File: config.mk
export PLATFORM = sky130hd
export DESIGN_NAME = id128dd_ram
export DESIGN_NICKNAME = d
export VERILOG_FILES = /design/src/hdl/id128dd_ram.sv
export SDC_FILE = /design/constraint.sdc
export NUM_CORES = 1
export LEC_CHECK = 0
export BUFFER_PORTS_ARGS = -buffer_cell sky130_fd_sc_hd__buf_4
export CORE_UTILIZATION = 48
export DETAILED_ROUTE_END_ITERATION = 10
export HOLD_SLACK_MARGIN = 0.03
export PLACE_DENSITY_LB_ADDON = 0.1
export SYNTH_ARGS = -nofsm -noshare
export SYNTH_HDL_FRONTEND = slang
export SYNTH_SLANG_ARGS = --single-unit
File: constraint.sdc
create_clock -name i_clk -period 2.1 [get_ports i_clk]
set_clock_uncertainty 0.15 [all_clocks]
set_input_delay 0 -clock i_clk [delete_from_list [all_inputs] [get_ports i_clk]]
set_output_delay 0 -clock i_clk [all_outputs]
set_load 0.05 [all_outputs]
File: src/hdl/id128dd_ram.sv
module id128dd_ram #(
    parameter int WIDTH = 8,
    parameter int DEPTH = 16
) (
    input  logic                     i_clk,
    input  logic                     i_we,
    input  logic [$clog2(DEPTH)-1:0] i_waddr,
    input  logic [WIDTH-1:0]         i_wdata,
    input  logic [$clog2(DEPTH)-1:0] i_raddr,
    output logic [WIDTH-1:0]         o_rdata
);
    logic [WIDTH-1:0] r_mem [DEPTH];
    logic [WIDTH-1:0] r_rdata;

    always_ff @(posedge i_clk) begin
        if (i_we) begin
            r_mem[i_waddr] <= i_wdata;
        end
        r_rdata <= r_mem[i_raddr];
    end

    assign o_rdata = r_rdata;
endmodule

==> metrics.log, run 1 <==
[metrics] Final Routed Wirelength: 9893 um
[metrics] number of setup buffers added after CTS: 0
[metrics] Reg clk slew, reported paths: 0.06 ns
[metrics] Die Wd: 105.6 um
[metrics] actual transition at the worst max-transition pin: 0.4428 ns
[metrics] crit path setup slack, layout: 0.08628 ns
[metrics] vias per std cell: 5.387
[metrics] Async S/R FF share, synth: 0%
[metrics] Vert. Die Dim: 105.6 um
[metrics] number of warnings reported in the yosys synthesis log: 0
[metrics] outcome: completed
[metrics] insertion delay of the later-clocked pin in the worst-skew pair: 0.50 ns
[metrics] minimum setup slack among reg-to-reg paths: 0.09 ns
[metrics] leading area contributor after synthesis: sky130_fd_sc_hd__edfxtp_1
[metrics] largest voltage drop on the vdd net: 0.6377 mV
[metrics] ordered list of cells on the worst path: mux4_2 > a22oi_1 > nand2_1 > dlygate4sd3_1
[metrics] via count of the first global-routing pass: 2,594
[metrics] cts bufs inserted: 17
[metrics] hold path start: i_raddr[0]
[metrics] TritonCTS clock tree: built
[metrics] reg2reg end: o_rdata[0]
[metrics] Core Region: 10,370 um2
[metrics] number of slew-limit violations in the final report: 0
[metrics] count of flip-flops with a built-in enable after synthesis: 128
[metrics] average wire per cell in the routed design: 21.74 um
[metrics] maximum number of pins on one net before global-route repair: 33
[metrics] total die area: 11,140 um2
[metrics] detailed-route DRC error count: 0
[metrics] Critical path buffers and inverters: 1
[metrics] Tot GR Track Use: 19.73%
[metrics] required time worst endpoint: 2.34 ns
[metrics] total number of vias: 2,451
[metrics] final weighted congestion in routability-driven placement: 0.6895
[metrics] CTS Buffer Depth: 2
[metrics] syn nets: 247
[metrics] count of distinct cell types in the synthesized netlist: 19
[metrics] Worst Hold Path Cells: 5
[metrics] PnR Total Power: 6.123 mW
[metrics] proportion of layout cells with a drive suffix above 1: 29.47%
[metrics] residual antenna-violating net count after detailed routing: 0
[metrics] number of placement rows: 37
[metrics] Seq cells post-synth: 136
[metrics] global-route wire length before repair: 15,210 um
[metrics] post-route setup TNS: 0 ns
[metrics] hold violation count in the final report: 0
[metrics] number of instances in the synthesized netlist: 229
[metrics] global-route congestion overflow total: 0
[metrics] HPWL reported at the end of detailed placement: 5934 um
[metrics] Crit Path Category: flop to flop
[metrics] area delta synth->final: 23.53%
[metrics] register area share after synthesis: 77.78%
[metrics] leading post-synthesis cells by instance count: sky130_fd_sc_hd__edfxtp_1, sky130_fd_sc_hd__mux4_2, sky130_fd_sc_hd__a22oi_1
[metrics] pre-CTS WS: 0.4135 ns
[metrics] commonest register cell after synthesis: sky130_fd_sc_hd__edfxtp_1
[metrics] arrival time of data at the critical path endpoint: 2.25 ns
[metrics] clk root buf: sky130_fd_sc_hd__clkbuf_8
[metrics] final period demand of the worst path: 2.014 ns
[metrics] Critical R2R Launch: r_mem[11][0]
[metrics] detailed-router iteration count before antenna repair: 4
[metrics] number of setup violations in the final report: 0
[metrics] Slew HR: 70.48%
[metrics] depth of the worst register-to-register path: 4
[metrics] initial antenna violation count: 0
[metrics] # H-tree levels: 4
[metrics] Total Nets Final: 324
[metrics] Hold Path Class: input pin to flop
[metrics] hold endpoint: o_rdata[6]
[metrics] Antenna Cells: 0
[metrics] I/O pin total: 26
[metrics] post-synthesis instance area: 5147 um2
[metrics] number of input and output port buffers inserted: 25
[metrics] CP delay by family, top: buffers and inverters
[metrics] type of element capturing the critical path: flop
[metrics] clk sink count: 136
[metrics] setup repair after global routing missed its margin: false
[metrics] most instantiated library cell after synthesis: sky130_fd_sc_hd__edfxtp_1
[metrics] slowest stage cell, crit path: sky130_fd_sc_hd__dlygate4sd3_1
[metrics] average cell area after synthesis: 22.48 um2
[metrics] max frequency: 496.6 MHz
[metrics] startpoint type of the worst setup path: flop
[metrics] post-synth top area share: 74.67%
[metrics] maximum fanout along the worst path: 1
[metrics] period utilization: 95.89%
[metrics] total power divided by cell area: 963.0 nW/um2
[metrics] iteration-0 DRC count of the detailed router: 115
[metrics] main area contributors after synthesis: sky130_fd_sc_hd__edfxtp_1, sky130_fd_sc_hd__mux4_2, sky130_fd_sc_hd__mux4_1, sky130_fd_sc_hd__dfxtp_1, sky130_fd_sc_hd__a22oi_1
[metrics] initial core utilization: 49.64%
[metrics] Critical Path Max Stage Delay: 0.55 ns
[metrics] count of max-cap constraint violations: 0
[metrics] leak pwr: 2.185 nW
[cells in the final DEF, fill, tap and decap left out]
| cell type | instances |
|---|---|
| sky130_fd_sc_hd__clkinv_4 | 6 |
| sky130_fd_sc_hd__nand3_1 | 1 |
| sky130_fd_sc_hd__or3b_2 | 1 |
| sky130_fd_sc_hd__buf_12 | 1 |
| sky130_fd_sc_hd__and2b_1 | 1 |
| sky130_fd_sc_hd__clkinv_2 | 2 |
| sky130_fd_sc_hd__dlygate4sd3_1 | 23 |
| sky130_fd_sc_hd__nor2_1 | 13 |
| sky130_fd_sc_hd__clkbuf_1 | 1 |
| sky130_fd_sc_hd__mux4_1 | 14 |
| sky130_fd_sc_hd__clkbuf_16 | 16 |
| sky130_fd_sc_hd__edfxtp_1 | 128 |
| sky130_fd_sc_hd__nand2_1 | 9 |
| sky130_fd_sc_hd__clkbuf_8 | 1 |
| sky130_fd_sc_hd__buf_4 | 44 |
| sky130_fd_sc_hd__nor3_1 | 4 |
| sky130_fd_sc_hd__dfxtp_1 | 8 |
| sky130_fd_sc_hd__mux4_2 | 18 |
| sky130_fd_sc_hd__a22oi_1 | 16 |
| sky130_fd_sc_hd__nand3b_1 | 2 |
| sky130_fd_sc_hd__inv_6 | 2 |
| sky130_fd_sc_hd__nor2b_1 | 1 |
| sky130_fd_sc_hd__and2_1 | 1 |
| sky130_fd_sc_hd__clkinvlp_4 | 2 |
| sky130_fd_sc_hd__nand2b_1 | 2 |
| sky130_fd_sc_hd__bufinv_16 | 1 |
| sky130_fd_sc_hd__clkinv_1 | 1 |
[logic make-up (layout without fill, tap and decap cells)]
family | count (synthesis) | count (layout) | share of synthesized area, %
buffers and inverters | 10 | 100 | 1.677
DFF | 136 | 136 | 77.78
and+or+nand+nor | 35 | 35 | 3.184
muxes | 32 | 32 | 15.02
AOI/OAI and AO/OA | 16 | 16 | 2.334
[metrics by stage]
stage                     hold slack (ns)  std cells  area, um2  util, %
after floorplan                  -0.05113        229       5147        -
after global placement             0.1615        400       5582    53.82
after detailed placement           0.1720        400       5582    53.82
after CTS                         0.08264        455       6359    61.32
after global routing               0.1000        455       6359    61.32
final                             0.07982        455       6359    61.32
[where the power goes]
group	internal [mW]	switching [mW]	leakage, nW
sequential	3.03	0.0191	1.22
clock	1.58	1.10	0.263
combinational	0.170	0.225	0.698
total	4.78	1.34	2.19
[worst reg2reg max path: stages (launching register included)]
cell                            delay [ns]
sky130_fd_sc_hd__edfxtp_1             0.36
sky130_fd_sc_hd__mux4_2               0.49
sky130_fd_sc_hd__a22oi_1              0.27
sky130_fd_sc_hd__nand2_1              0.08
sky130_fd_sc_hd__dlygate4sd3_1        0.55
[sequential cells by signal, indices dropped and copies added (netlist names)]
signal	flops
o_rdata	8
r_mem	128
[layout make-up]
type                    count  area (um2)
flip-flops and latches    136        4004
clock buffers              18       417.9
clock inverters            14       128.9
fillers                   763        4011
well taps                 136       170.2
multi-input cells          83        1057
repair buffers             68       580.6
[repair_timing]
| action | CTS | global route |
|---|---|---|
| hold endpoints to repair | 264 | 0 |
| gates resized for setup | 0 | 0 |
| hold buffers | 23 | 0 |
[worst max-delay path by stage]
| stage | start | endpoint | slack [ns] | cells after the start |
|---|---|---|---|---|
| 5_1_grt | r_mem[10][0] | o_rdata[0] | 0.05 | 4 |
| 3_5_place_dp | i_raddr[0] | o_rdata[1] | 0.41 | 5 |
| 6_report | r_mem[11][0] | o_rdata[0] | 0.09 | 4 |
| 3_3_place_gp | i_raddr[0] | o_rdata[1] | 0.44 | 5 |
| 4_1_cts | r_mem[10][0] | o_rdata[0] | 0.06 | 4 |
| 2_1_floorplan | i_waddr[2] | r_mem[0][0] | 0.46 | 2 |
[routing by layer]
layer	vias to the layer above	GRT usage (%)	share of wire (%)	wire (um)
met1	1256	25.72	44	4364
li1	1129	-	-	-
met2	60	32.33	52	5104
met5	-	0	0	0
met4	0	7.639	0.77	76
met3	6	4.824	3.5	347
(Power assumes the default switching activity.)
==> run 2: changes to the inputs <==
--- a/config.mk
+++ b/config.mk
@@ -6,10 +6,12 @@
 export NUM_CORES = 1
 export LEC_CHECK = 0
 export BUFFER_PORTS_ARGS = -buffer_cell sky130_fd_sc_hd__buf_4
+export CELL_PAD_IN_SITES_DETAIL_PLACEMENT = 1
+export CELL_PAD_IN_SITES_GLOBAL_PLACEMENT = 2
 export CORE_UTILIZATION = 48
 export DETAILED_ROUTE_END_ITERATION = 10
-export HOLD_SLACK_MARGIN = 0.03
 export PLACE_DENSITY_LB_ADDON = 0.1
+export SLEW_MARGIN = 20
 export SYNTH_ARGS = -nofsm -noshare
 export SYNTH_HDL_FRONTEND = slang
 export SYNTH_SLANG_ARGS = --single-unit
==> run 2 against run 1 <==
  * Maximum frequency fell by 2.1%
  * First-iteration DRC count is 8.7% lower
  * Register-to-register slack is essentially flat
  * Clock-buffer cell count increased by 2
  * Sequential share of layout area is 0.12 points higher
  * Die area unchanged
  * Critical path type is now input pin to flop
  * Largest cell class unchanged
==> metrics.log, run 2 (same netlist as run 1, synthesis figures left out) <==
[metrics] outcome: completed
[metrics] number of input and output port buffers inserted: 25 (unchanged)
[metrics] GR Layer Usage met2: 34.87% (+2.5 points)
[metrics] Vert. Die Dim: 105.6 um (unchanged)
[metrics] type of element capturing the critical path: flop
[metrics] proportion of layout cells with a drive suffix above 1: 30.70% (+1.2 points)
[metrics] area delta synth->final: 23.29%
[metrics] TritonCTS clock tree: built
[metrics] clk sink count: 136 (unchanged)
[metrics] initial antenna violation count: 0 (unchanged)
[metrics] HPWL reported at the end of detailed placement: 6665 um (+12%)
[metrics] final weighted congestion in routability-driven placement: 0.7322 (+6.2%)
[metrics] maximum number of pins on one net before global-route repair: 33 (unchanged)
[metrics] most numerous cell on the critical path: sky130_fd_sc_hd__dlygate4sd3_1
[metrics] I/O pin total: 26 (unchanged)
[metrics] Core Region: 10,370 um2 (unchanged)
[metrics] Slew HR: 67.80% (-2.7 points)
[metrics] initial core utilization: 49.64% (unchanged)
[metrics] Biggest register: r_mem
[metrics] pre-CTS WS: 0.3013 ns (-0.1123 ns)
[metrics] Crit Path Category: input pin to flop
[metrics] Antenna Cells: 0 (unchanged)
[metrics] vias per std cell: 5.631 (+4.5%)
[metrics] clk root buf: sky130_fd_sc_hd__clkbuf_8
[metrics] count of placed standard cells in the final layout, fillers left out: 452 (-0.66%)
[metrics] detailed-route DRC error count: 0 (unchanged)
[metrics] total power divided by cell area: 994.5 nW/um2 (+3.3%)
[metrics] number of placement rows: 37 (unchanged)
[metrics] via count of the first global-routing pass: 2,769 (+6.7%)
[metrics] global-route congestion overflow total: 0 (unchanged)
[metrics] # H-tree levels: 4 (unchanged)
[metrics] Reg clk slew, reported paths: 0.06 ns (about the same)
[metrics] detailed-router iteration count before antenna repair: 5 (+1)
[metrics] layer with the highest usage: met2
[metrics] required time worst endpoint: 2.35 ns (about the same)
[metrics] Final Routed Wirelength: 10,610 um (+7.2%)
[metrics] residual antenna-violating net count after detailed routing: 0 (unchanged)
[metrics] slowest stage cell, crit path: sky130_fd_sc_hd__dlygate4sd3_1
[metrics] arrival time of data at the critical path endpoint: 2.31 ns (+0.06 ns)
[metrics] placed cell count: 402 (+0.50%)
[metrics] number of setup violations in the final report: 0 (unchanged)
[metrics] Tot GR Track Use: 20.99% (+1.3 points)
[metrics] crit path setup slack, layout: 0.04240 ns (-0.04388 ns)
[metrics] number of slew-limit violations in the final report: 0 (unchanged)
[metrics] Critical Path Max Stage Delay: 0.55 ns (about the same)
[metrics] count of max-cap constraint violations: 0 (unchanged)
[metrics] average wire per cell in the routed design: 23.47 um (+7.9%)
[metrics] final period demand of the worst path: 2.058 ns (+0.04388 ns)
[metrics] Layout fillers: 899 (+18%)
[metrics] max frequency: 486.0 MHz (-2.1%)
[metrics] iteration-0 DRC count of the detailed router: 105 (-8.7%)
[metrics] minimum setup slack among reg-to-reg paths: 0.09 ns (about the same)
[metrics] Total Nets Final: 321 (-0.93%)
[metrics] Hold Path Class: input pin to flop
[metrics] leading cell type in the layout, fill and taps excluded: sky130_fd_sc_hd__edfxtp_1
[metrics] hold violation count in the final report: 0 (unchanged)
[metrics] total number of vias: 2,545 (+3.8%)
[metrics] max reg flops: 128 (unchanged)
[metrics] total die area: 11,140 um2 (unchanged)
[metrics] cts bufs inserted: 17 (unchanged)
[metrics] startpoint type of the worst setup path: input pin
[metrics] highest-count cells in the layout ignoring fill and taps: sky130_fd_sc_hd__edfxtp_1, sky130_fd_sc_hd__buf_4, sky130_fd_sc_hd__mux4_2, sky130_fd_sc_hd__dlygate4sd3_1, sky130_fd_sc_hd__clkbuf_16
[metrics] global-route wire length before repair: 16,310 um (+7.2%)
[metrics] insertion delay of the later-clocked pin in the worst-skew pair: 0.51 ns (about the same)
[metrics] ordered list of cells on the worst path: dlygate4sd3_1 > buf_4 > nor2b_1 > dlygate4sd3_1 > buf_4 > a22oi_2 > nand2_1 > dlygate4sd3_1
[metrics] met3 Track Usage GR: 5.566% (+0.74 points)
[metrics] leak pwr: 2.186 nW (about the same)
[metrics] met1 track demand over resource in global routing: 28.05% (+2.3 points)
[metrics] Die Wd: 105.6 um (unchanged)
[metrics] period utilization: 97.98% (+2.1 points)
[metrics] CTS Buffer Depth: 2 (unchanged)
[metrics] largest voltage drop on the vdd net: 0.5555 mV (-13%)
[metrics] actual transition at the worst max-transition pin: 0.4830 ns (+0.04024 ns)
[metrics] maximum fanout along the worst path: 8 (+7)
[run 2: cell count changes in the layout (fill, tap and decap cells not counted), moves of 2 or more]
cell,previous run,this run
sky130_fd_sc_hd__clkinv_4,6,3
sky130_fd_sc_hd__dlygate4sd3_1,23,18
sky130_fd_sc_hd__buf_4,44,47
sky130_fd_sc_hd__inv_6,2,4
[run 2: path summary, 6_finish.rpt]
path / start / to / cells after the start
worst max register to register: r_mem[5][1] / o_rdata[1] / 4
worst min-delay path: i_raddr[1] / o_rdata[2] / 4
worst min register to register: r_mem[12][3] / o_rdata[3] / 3
worst max-delay path: i_raddr[3] / o_rdata[1] / 8
[run 2: timing repair]
| action | CTS | global route |
|---|---|---|
| buffers inserted | 0 | 0 |
| resized for setup | 0 | 1 |
| hold buffers | 18 | 0 |
| setup endpoints to repair | 0 | 1 |
| hold endpoints to repair | 194 | 0 |
[run 2: power by group]
part / switching (mW) / internal (mW)
combinational: 0.228 / 0.163
clock: 1.13 / 1.74
sequential: 0.0195 / 3.03
[run 2: critical path: cells and delay by family]
| kind | cells | cell delay, ns |
|---|---|---|
| simple gates | 2 | 0.18 |
| buf+inv | 5 | 1.95 |
| compound gates | 1 | 0.17 |
[run 2: per-layer routing]
layer	wire length [um]	vias to the layer above
li1	-	1128
met1	4658	1333
met2	5383	73
met3	480	11
met4	86	0
met5	0	-
[run 2: layout make-up]
class | instances | area [um2] | area share [%]
sequential | 136 | 4004 | 63.09
tap | 136 | 170.2 | 2.681
clock buffer | 20 | 435.4 | 6.861
clock inverter | 12 | 141.4 | 2.228
multi-input combinational | 83 | 1062 | 16.74
timing repair buffer | 65 | 533.0 | 8.399
[run 2: metrics by stage]
step	power [mW]	setup TNS, ns	utilization (%)	area, um2	hold slack, ns
after global routing	6.484	-0.004647	61.20	6346	0.03579
final	6.311	0	61.20	6346	0.03033
after detailed placement	3.478	0	53.85	5584	0.1716
after floorplan	3.322	0	-	5147	-0.05113
after global placement	3.464	0	53.85	5584	0.1542
after CTS	6.359	0	61.15	6341	0.005643
